$ cat src/hw/rtl/fla_pkg.sv
// ============================================================================
// fla_pkg: shared types and constants of the free-list heap allocator
// Heap geometry, operation and status codes, controller commands and the
// beat formats of the request and response channels.
// ============================================================================
package fla_pkg;

    localparam int HEAP_GRANULES = 4096;
    localparam int GW            = $clog2(HEAP_GRANULES);   // granule index width
    localparam int SW            = GW + 1;                  // block size width
    localparam int SENT_G        = 3;                       // sentinel granules
    localparam int MIN_G         = 4;                       // smallest block

    localparam logic [1:0] FIT_FIRST = 2'd0;
    localparam logic [1:0] FIT_NEXT  = 2'd1;

    localparam logic KIND_ALLOC = 1'b0;
    localparam logic KIND_FREE  = 1'b1;

    localparam logic [1:0] ST_OK   = 2'd0;
    localparam logic [1:0] ST_FAIL = 2'd1;
    localparam logic [1:0] ST_IGN  = 2'd2;

    // Commands from the controller to the datapath.
    localparam logic [3:0] CMD_NOP   = 4'd0;
    localparam logic [3:0] CMD_CLEAR = 4'd1;
    localparam logic [3:0] CMD_LOAD  = 4'd2;
    localparam logic [3:0] CMD_SCAN  = 4'd3;
    localparam logic [3:0] CMD_PICK  = 4'd4;
    localparam logic [3:0] CMD_AW1   = 4'd5;
    localparam logic [3:0] CMD_AW2   = 4'd6;
    localparam logic [3:0] CMD_FHC   = 4'd7;
    localparam logic [3:0] CMD_FFC   = 4'd8;
    localparam logic [3:0] CMD_FPC   = 4'd9;
    localparam logic [3:0] CMD_FN    = 4'd10;
    localparam logic [3:0] CMD_FNC   = 4'd11;
    localparam logic [3:0] CMD_FW    = 4'd12;
    localparam logic [3:0] CMD_POST  = 4'd13;

    typedef struct packed {
        logic        kind;
        logic [15:0] req_bytes;
        logic [14:0] free_addr;
    } t_req;

    typedef struct packed {
        logic [1:0]  status;
        logic [14:0] addr;
        logic [15:0] block_bytes;
    } t_rsp;

    typedef struct packed {
        logic [SW-1:0] sz;
        logic          alc;
    } t_head;

    typedef struct packed {
        logic clr_done;
        logic in_kind;
        logic alloc_bad;
        logic free_bad;
        logic scan_end;
        logic pick_none;
        logic split;
        logic fh_ok;
        logic fp_ok;
        logic n_in;
        logic out_busy;
    } t_dp_sts;

endpackage

$ cat src/hw/rtl/fla_ctrl.sv
// ============================================================================
// fla_ctrl: allocator sequencer
// Steps through clearing, the list walk, splitting and merging, and issues
// one datapath command per cycle.
// ============================================================================
module fla_ctrl (
    input  logic               i_clk,
    input  logic               i_rst_n,
    input  logic               i_in_valid,
    input  fla_pkg::t_dp_sts   i_sts,
    output logic [3:0]         o_cmd,
    output logic               o_in_stall
);

    localparam logic [3:0] S_CLR  = 4'd0;
    localparam logic [3:0] S_IDLE = 4'd1;
    localparam logic [3:0] S_SCAN = 4'd2;
    localparam logic [3:0] S_PICK = 4'd3;
    localparam logic [3:0] S_AW1  = 4'd4;
    localparam logic [3:0] S_AW2  = 4'd5;
    localparam logic [3:0] S_FHC  = 4'd6;
    localparam logic [3:0] S_FFC  = 4'd7;
    localparam logic [3:0] S_FPC  = 4'd8;
    localparam logic [3:0] S_FN   = 4'd9;
    localparam logic [3:0] S_FNC  = 4'd10;
    localparam logic [3:0] S_FW   = 4'd11;
    localparam logic [3:0] S_POST = 4'd12;

    logic [3:0] r_state;
    logic [3:0] n_state;

    assign o_in_stall = (r_state != S_IDLE);

    always_comb begin
        n_state = r_state;
        o_cmd   = fla_pkg::CMD_NOP;
        case (r_state)
            S_CLR: begin
                o_cmd = fla_pkg::CMD_CLEAR;
                if (i_sts.clr_done) n_state = S_IDLE;
            end
            S_IDLE: begin
                if (i_in_valid) begin
                    o_cmd = fla_pkg::CMD_LOAD;
                    if (i_sts.in_kind == fla_pkg::KIND_FREE) begin
                        n_state = i_sts.free_bad ? S_POST : S_FHC;
                    end else begin
                        n_state = i_sts.alloc_bad ? S_POST : S_SCAN;
                    end
                end
            end
            S_SCAN: begin
                o_cmd = fla_pkg::CMD_SCAN;
                if (i_sts.scan_end) n_state = S_PICK;
            end
            S_PICK: begin
                o_cmd   = fla_pkg::CMD_PICK;
                n_state = i_sts.pick_none ? S_POST : S_AW1;
            end
            S_AW1: begin
                o_cmd   = fla_pkg::CMD_AW1;
                n_state = i_sts.split ? S_AW2 : S_POST;
            end
            S_AW2: begin
                o_cmd   = fla_pkg::CMD_AW2;
                n_state = S_POST;
            end
            S_FHC: begin
                o_cmd   = fla_pkg::CMD_FHC;
                n_state = i_sts.fh_ok ? S_FFC : S_POST;
            end
            S_FFC: begin
                o_cmd   = fla_pkg::CMD_FFC;
                n_state = i_sts.fp_ok ? S_FPC : S_FN;
            end
            S_FPC: begin
                o_cmd   = fla_pkg::CMD_FPC;
                n_state = S_FN;
            end
            S_FN: begin
                o_cmd   = fla_pkg::CMD_FN;
                n_state = i_sts.n_in ? S_FNC : S_FW;
            end
            S_FNC: begin
                o_cmd   = fla_pkg::CMD_FNC;
                n_state = S_FW;
            end
            S_FW: begin
                o_cmd   = fla_pkg::CMD_FW;
                n_state = S_POST;
            end
            S_POST: begin
                if (!i_sts.out_busy) begin
                    o_cmd   = fla_pkg::CMD_POST;
                    n_state = S_IDLE;
                end
            end
            default: n_state = S_CLR;
        endcase
    end

    always_ff @(posedge i_clk) begin
        if (!i_rst_n) begin
            r_state <= S_CLR;
        end else begin
            r_state <= n_state;
        end
    end

endmodule

$ cat config.mk
export PLATFORM = sky130hd
export DESIGN_NAME = fla_ctrl
export DESIGN_NICKNAME = d
export VERILOG_FILES = /design/src/hw/rtl/fla_pkg.sv /design/src/hw/rtl/fla_ctrl.sv
export SDC_FILE = /design/constraint.sdc
export NUM_CORES = 1
export LEC_CHECK = 0
export BUFFER_PORTS_ARGS = -buffer_cell sky130_fd_sc_hd__buf_2
export CAP_MARGIN = 20
export CORE_AREA = 5 5 42 44
export DETAILED_ROUTE_END_ITERATION = 16
export DIE_AREA = 0 0 47 49
export HOLD_SLACK_MARGIN = 0.03
export PLACE_DENSITY = 0.65
export SYNTH_ARGS = -nofsm -noshare
export SYNTH_HDL_FRONTEND = slang
export SYNTH_SLANG_ARGS = --single-unit
$ cat constraint.sdc
create_clock -name i_clk -period 2.2 [get_ports i_clk]
set_input_delay 0.66 -clock i_clk [delete_from_list [all_inputs] [get_ports i_clk]]
set_output_delay 0.66 -clock i_clk [all_outputs]
set_load 0.1 [all_outputs]
==> flow_summary.ini, run 1 <==
[status]
status = finished clean

[sta]
rsz0062_at_grt = no
min_period_ns = 2.12
setup_tns_ns = 0
finalMaxSlewViolations = 0
max_slew_margin_pct = 71.5
setup_violations = 0
finalHoldViolations = 0
fmax_ghz = 0.471
worstMarginPinSlew_ns = 0.422
timing.final.crit_share_pct = 96.5
fin_skew_ns = 0.00205

[synth]
synth_top_area_share_pct = 15.6
async_reset_ff_share_pct = 0
synth_flop_cell = dfxtp_1
synth_xor_area_share_pct = 0
synth_top_area_cell = dfxtp_1
ys_seq_elements = 4
synth_seq_area_share_pct = 15.6
synthMuxAreaShare_pct = 9.00
synth_compound_area_share_pct = 38.4
syn_avg_cell_area_um2 = 8.04
yosys_warnings = 0
ys_top_cells_by_area = dfxtp_1 (16%), o21ai_0 (5.8%), buf_6 (4.4%)
synth-edff-count = 0
yosys.area_share.simple_pct = 25.1
syn_area_um2 = 514
synth_top_family_by_area = compound AO/OA/AOI/OAI gates
ys_types = 37
syn_nets = 78
syn_inst = 64
synth-adder-area-share_pct = 0

[critical_path]
cpLargestDelayFamily = buffers and inverters
path_buf_inv = 2
cp.depth = 5
max_stage_delay_ns = 0.21
critPathSlowestCell = buf_12
cp-end-kind = primary output
rr_worst_depth = 5
worst-path-max-fanout = 4
cp-start-kind = primary input
cp.required_ns = 1.54
worstPathCellList = buf_2 > nor3_1 > o21ai_0 > o31ai_4 > buf_12
critical_path_arrival_ns = 1.46
path_class = primary input to primary output

[detailed_routing]
vias = 576
viasPerCell = 5.70
drtIter0Drc = 14
dr.pass1.iters = 4
drt_wl_total_um = 1420
wire_per_inst_um = 14.0
drc_errors = 0
ant_nets = 0

[floorplan]
dieHeight_um = 49
core_area_um2 = 1400
row_count = 14
fp.dieW_um = 47
start_util_pct = 36.7
dieArea_um2 = 2300
io_pins = 19

[cells_and_area]
fillers = 144
nNetsFinal = 101
final_common_cell = buf_2
top_regs = r_state (4)
syn2layout_area_growth_pct = 46.5
largest_reg_flops = 4
largest_register = r_state
final_cell_mix = buf_2 (13), buf_4 (6), inv_1 (5), o21ai_0 (5), buf_12 (5)
stdcell_area_um2 = 753
antennaDiodeCount = 0
drive_above_1_share_pct = 45.9

[grt]
use_met2_pct = 21.0
grt.met1_usage_pct = 16.5
top_usage_layer = met2
grt_antenna_before_repair = 0
grt_overflow = 0
grt_pass1_wl_um = 2340
grt_pass1_vias = 585
gr-usage-met3_pct = 2.58
grt_util_all_layers_pct = 13.5
grt_max_degree = 17

[clock_tree]
clk_latency_ns = 0.24
ctsHoldBuffers = 0
clk_path_buf_depth = 2
h-tree-depth = 1
root_buffer = clkbuf_4
clkSinkCount = 4
cts_tree = done
cts_made_buffers = 3
clkTransAtPathRegs_ns = 0.04

[place]
hpwlAfterDp_um = 1070
postPlaceCellArea_um2 = 728
io_buffers = 18
routabilityCongestion = 0.737

[power_and_ir_drop]
p_int_mw = 0.558
p_leak_nw = 0.317
vdd_ir_drop_max_uv = 1320
p_sw_mw = 0.661
p_seq_share_pct = 13.3
clockPowerShare_pct = 7.7
p_comb_share_pct = 79.0
switching_share_pct = 54.2
power_density_nw_per_um2 = 1620

[hold_path]
hold_class = primary input to flop
whs_path_depth = 2

[job]
cap_violations = 0
synthesized netlist by cell type (all sizes together) (2+ instances only):
library cell,count
a211oi,2
a21oi,2
and3b,2
buf,4
clkbuf,2
dfxtp,4
inv,5
mux2,2
mux2i,2
nand2,2
nor2,4
nor2b,2
nor3,2
nor4b,2
o211ai,2
o21a,3
o21ai,6
worst paths after layout:
| path | end | slack [ns] | from |
|---|---|---|---|
| worst min register to register | r_state[2] | 0.72 | r_state[3] |
| worst min-delay path | r_state[3] | 0.69 | i_rst_n |
| worst max register to register | r_state[0] | 0.45 | r_state[1] |
| worst max-delay path | o_cmd[3] | 0.08 | i_sts[0] |
per-stage QoR:
| step | total power, mW | worst slack [ns] | cells | util [%] | hold slack, ns |
|---|---|---|---|---|---|
| after floorplan | 0.829 | -0.138 | 64 | - | 0.723 |
| after global placement | 1.11 | 0.118 | 98 | 52.0 | 0.784 |
| after detailed placement | 1.12 | 0.0703 | 98 | 52.0 | 0.786 |
| after CTS | 1.22 | 0.0113 | 101 | 53.7 | 0.689 |
| after global routing | 1.29 | 0.0137 | 101 | 53.8 | 0.684 |
| final | 1.22 | 0.0773 | 101 | 53.8 | 0.692 |
final cells by class:
cell class              instances  area [um^2]  area share [%]
clock buffers                   3         22.5            2.99
inverters                       5         18.8            2.49
multi-input cells              49          399            53.0
flip-flops and latches          4         82.6            11.0
well taps                      16         20.0            2.66
repair buffers                 24          210            27.9
cells by family (layout without fill, tap and decap cells):
logic type,after synthesis,count (layout)
compound gates,25,25
simple gates,20,20
mux,4,4
buf+inv,11,32
flops,4,4
per-layer routing:
layer | wire length [um] | share of wire (%)
met4 | 0 | 0
met3 | 63 | 4.4
met2 | 729 | 51
met5 | 0 | 0
met1 | 626 | 44
timing repair:
| action | in CTS | in global routing |
|---|---|---|
| gates resized for setup | 1 | 1 |
| pin swaps | 0 | 0 |
| setup buffers | 0 | 0 |
| cloned | 0 | 0 |
| endpoints found under the setup margin | 2 | 3 |
power groups by stage:
stage	Combinational (mW)	Sequential, mW	Clock, mW
detailed placement	0.960	0.157	0
CTS	0.963	0.158	0.0985
finish	0.963	0.162	0.0934
global route	1.01	0.170	0.103
floorplan	0.708	0.121	0
global placement	0.956	0.155	0
Note: power is estimated with default switching activity, not from simulation.
==> inputs of run 2 (changes only) <==
GPL_TIMING_DRIVEN = 0   (was unset)
==> run 2 against run 1 <==
Global-route usage up 0.60 points. Maximum frequency up 0.54%. Worst hold slack better by 0.0042 ns. Cell count unchanged. Clock skew up 0.0019 ns. Largest cell class unchanged.
==> flow_summary.ini, run 2 (synthesized netlist as in run 1, its figures left out) <==
[status]
status = finished clean

[hold_path]
hold_class = primary input to flop

[floorplan]
dieArea_um2 = 2300
fp.dieW_um = 47
start_util_pct = 36.7
row_count = 14
io_pins = 19
dieHeight_um = 49
core_area_um2 = 1400

[critical_path]
max_stage_delay_ns = 0.30
path_buf_inv = 3
critical_path_arrival_ns = 1.45
critPathSlowestCell = dfxtp_1
rrSetupSlack_ns = 0.64
path_class = flop to primary output
cpLargestDelayFamily = buffers and inverters
worst-path-max-fanout = 10
cp-start-kind = flop
worstPathCellList = buf_6 > buf_4 > nor3_1 > o21ai_1 > and3b_2 > buf_12
cp-end-kind = primary output
cp.required_ns = 1.54

[detailed_routing]
drtIter0Drc = 12
viasPerCell = 5.68
dr.pass1.iters = 4
drc_errors = 0
vias = 574
drt_wl_total_um = 1470
wire_per_inst_um = 14.5
ant_nets = 0

[sta]
fmax_ghz = 0.474
min_period_ns = 2.11
worstMarginPinSlew_ns = 0.491
setup_violations = 0
rsz0062_at_grt = no
finalMaxSlewViolations = 0
setup_slack_ns = 0.0888
finalHoldViolations = 0
max_slew_margin_pct = 67.5
timing.final.crit_share_pct = 96.0
fin_skew_ns = 0.00395

[power_and_ir_drop]
vdd_ir_drop_max_uv = 826
p_leak_nw = 0.314
power_density_nw_per_um2 = 1570
finalPower_mw = 1.20

[grt]
grt_antenna_before_repair = 0
grt_max_degree = 11
grt_pass1_wl_um = 2490
grt_overflow = 0
gr-usage-met3_pct = 2.95
grt_pass1_vias = 602
top_usage_layer = met2
grt_util_all_layers_pct = 14.1
use_met2_pct = 24.2
grt.met1_usage_pct = 16.8

[cells_and_area]
largest_register = r_state
antennaDiodeCount = 0
nNetsFinal = 101
largest_reg_flops = 4
drive_above_1_share_pct = 50.6
final_cell_mix = buf_2 (14), inv_1 (5)
final_common_cell = buf_2
stdcell_area_um2 = 767
top_regs = r_state (4)
syn2layout_area_growth_pct = 49.1
fin_cells = 101

[place]
postPlaceCellArea_um2 = 652
hpwlAfterDp_um = 1130
io_buffers = 18
pre_cts_ws_ns = -0.198
routabilityCongestion = 0.807
placed_cells = 98

[clock_tree]
cts_tree = done
clk_path_buf_depth = 2
cts_made_buffers = 3
clk_latency_ns = 0.23
clkTransAtPathRegs_ns = 0.04
clkSinkCount = 4
h-tree-depth = 1
root_buffer = clkbuf_4

[job]
cap_violations = 0
==> run 2: cell types whose count changed in the layout (fill, tap and decap cells not counted), moves of 2 or more <==
cell,change
buf_4,-3
buf_6,+3
buf_12,-2
o21ai_0,-2
==> run 2: final timing paths <==
check,startpoint,depth (start not counted),to
setup / recovery,r_state[2],6,o_cmd[1]
hold / removal,i_rst_n,2,r_state[1]
hold reg to reg,r_state[1],4,r_state[1]
setup reg to reg,r_state[1],5,r_state[0]
==> run 2: per-layer routing <==
layer / vias to the layer above / share of wire, %
met5: - / 0
met4: 0 / 0
met3: 0 / 5.8
met2: 12 / 52
met1: 276 / 42
li1: 286 / -
==> run 2: per-stage QoR <==
step           hold WS, ns  TNS (ns)  util (%)
6_report             0.696         0      54.7
5_1_grt              0.687         0      54.7
4_1_cts              0.692         0      52.4
3_5_place_dp         0.769    -0.335      46.5
3_3_place_gp         0.757    -0.293      46.5
2_1_floorplan        0.723    -0.210         -
==> run 2: area by class of cell <==
class                      instances  area [um^2]
clock buffer                       3         22.5
buffer                             6         62.6
sequential                         4         82.6
tap                               16         20.0
fill                             148          634
timing repair buffer              18          138
multi-input combinational         49          423
inverter                           5         18.8
==> run 2: repair_timing <==
action,CTS,global route
pin swaps,0,2
gates resized for setup,19,11
hold buffers,0,0
setup endpoints to repair,5,4
setup buffers,0,0
==> run 2: power breakdown <==
part	total, mW	switching, mW	internal, mW	leakage, nW
logic	0.976	0.607	0.369	0.267
clock network	0.0880	0.0272	0.0608	0.0138
registers	0.137	0.0356	0.102	0.0335
==> inputs of run 3 (changes only) <==
CORE_AREA = 10 10 47 49   (was 5 5 42 44)
DIE_AREA = 0 0 57 59   (was 0 0 47 49)
==> run 3 against run 2 <==
First-iteration DRC count increased by 8.3%. Setup slack got worse by 0.057 ns. Combinational power decreased by 1%. Sequential share of layout area increased by 0.16 points. Sequential cell count unchanged. Worst hold slack improved by 0.0069 ns. Maximum frequency decreased by 2.6%. Sequential power about the same. Cell count unchanged. Clock skew increased by 0.0013 ns. Clock-buffer cell count unchanged. Clock power increased by 2.4%. Critical path type unchanged. Largest cell class unchanged. Largest power group unchanged. Highest routed layer unchanged.
==> flow_summary.ini, run 3 (synthesized netlist as in run 1, its figures left out) <==
[place]
routabilityCongestion = 0.797
pre_cts_ws_ns = -0.198
placed_cells = 98
postPlaceCellArea_um2 = 652
io_buffers = 18
hpwlAfterDp_um = 1170

[cells_and_area]
multi_input_area_um2 = 415
fin_cells = 101
largest_register = r_state
antennaDiodeCount = 0
final_common_cell = buf_2
fillers = 151
fin_util_pct = 53.9
final_cell_mix = buf_2 (14), inv_1 (5), clkbuf_4 (4)
stdcell_area_um2 = 756
syn2layout_area_growth_pct = 47.0
top_regs = r_state (4)
drive_above_1_share_pct = 50.6
nNetsFinal = 101
largest_reg_flops = 4
regArea_um2 = 82.6

[power_and_ir_drop]
power_density_nw_per_um2 = 1570
p_leak_nw = 0.312
vdd_ir_drop_max_uv = 943

[floorplan]
fp.dieW_um = 57
dieArea_um2 = 3360
dieHeight_um = 59
row_count = 14
core_area_um2 = 1400
io_pins = 19
start_util_pct = 36.7

[critical_path]
endpoint = o_cmd[3]
critical_path_arrival_ns = 1.51
cp.depth = 6
cp-start-kind = flop
cp.required_ns = 1.54
critPathSlowestCell = dfxtp_1
r2r-start = r_state[1]
path_class = flop to primary output
rrSetupSlack_ns = 0.60
worstPathCellList = buf_6 > clkbuf_4 > inv_1 > o21ai_1 > o31ai_4 > buf_12
max_stage_delay_ns = 0.31
cpLargestDelayFamily = buffers and inverters
crit_start = r_state[2]
path_buf_inv = 4
r2r-end = r_state[0]
worst-path-max-fanout = 10
rr_worst_depth = 5
cp-end-kind = primary output

[detailed_routing]
drt_wl_total_um = 1560
dr.pass1.iters = 4
wire_per_inst_um = 15.4
drtIter0Drc = 13
drc_errors = 0
ant_nets = 0
viasPerCell = 5.77
vias = 583

[sta]
finalHoldViolations = 0
timing.final.crit_share_pct = 98.6
fmax_ghz = 0.461
setup_violations = 0
max_slew_margin_pct = 67.8
worstMarginPinSlew_ns = 0.486
setup_tns_ns = 0
fin_skew_ns = 0.00529
min_period_ns = 2.17
setup_slack_ns = 0.0317
rsz0062_at_grt = yes
finalMaxSlewViolations = 0

[grt]
grt.met1_usage_pct = 9.73
grt_util_all_layers_pct = 8.86
gr-usage-met3_pct = 3.65
grt_overflow = 0
grt_max_degree = 11
grt_pass1_vias = 553
grt_antenna_before_repair = 0
use_met2_pct = 15.0
top_usage_layer = met2
grt_pass1_wl_um = 2440

[clock_tree]
clkTransAtPathRegs_ns = 0.04
clk_path_buf_depth = 2
clkSinkCount = 4
cts_made_buffers = 3
root_buffer = clkbuf_4
clk_latency_ns = 0.23
h-tree-depth = 1
ctsHoldBuffers = 0
cts_tree = done

[status]
status = finished clean

[hold_path]
hold_class = primary input to flop

[job]
cap_violations = 0
## run 3: per-stage QoR
stage / power [mW] / hold WS, ns
finish: 1.19 / 0.703
global route: 1.26 / 0.692
detailed placement: 0.954 / 0.758
floorplan: 0.829 / 0.723
CTS: 1.16 / 0.686
global placement: 0.954 / 0.758
## run 3: layout make-up
type	instances	share of cell area [%]
repair buffers	18	18.2
well taps	16	2.65
clock buffers	3	2.98
flip-flops and latches	4	10.9
plain buffers	6	7.78
inverters	5	2.48
multi-input cells	49	55.0
## run 3: per-layer routing
| metal | wire [um] | part of all wire [%] |
|---|---|---|
| met1 | 659 | 42 |
| met2 | 812 | 52 |
| met3 | 84 | 5.4 |
| met4 | 0 | 0 |
| met5 | 0 | 0 |
## run 3: worst reg2reg max path, delay by kind of cell (launching register included)
family	cells	cell delay (ns)
compound gates	2	0.58
mux	1	0.34
flops	1	0.32
buf+inv	1	0.13
simple gates	1	0.11
## run 3: repair_timing
action	CTS	global route
resized for setup	21	5
setup endpoints to repair	5	5
setup buffers	0	0
## run 3: worst min-delay path by stage
stage	startpoint	to	slack, ns	cells past startpoint
CTS	i_rst_n	r_state[1]	0.69	2
floorplan	r_state[1]	r_state[1]	0.72	4
detailed placement	r_state[1]	r_state[1]	0.76	4
finish	i_rst_n	r_state[1]	0.70	2
global route	i_rst_n	r_state[1]	0.69	2
global placement	r_state[1]	r_state[1]	0.76	4
## run 3: power breakdown
group          switching [mW]  internal [mW]  total, mW
clock network          0.0292         0.0610     0.0901
logic                   0.604          0.360      0.964
registers              0.0334          0.102      0.135
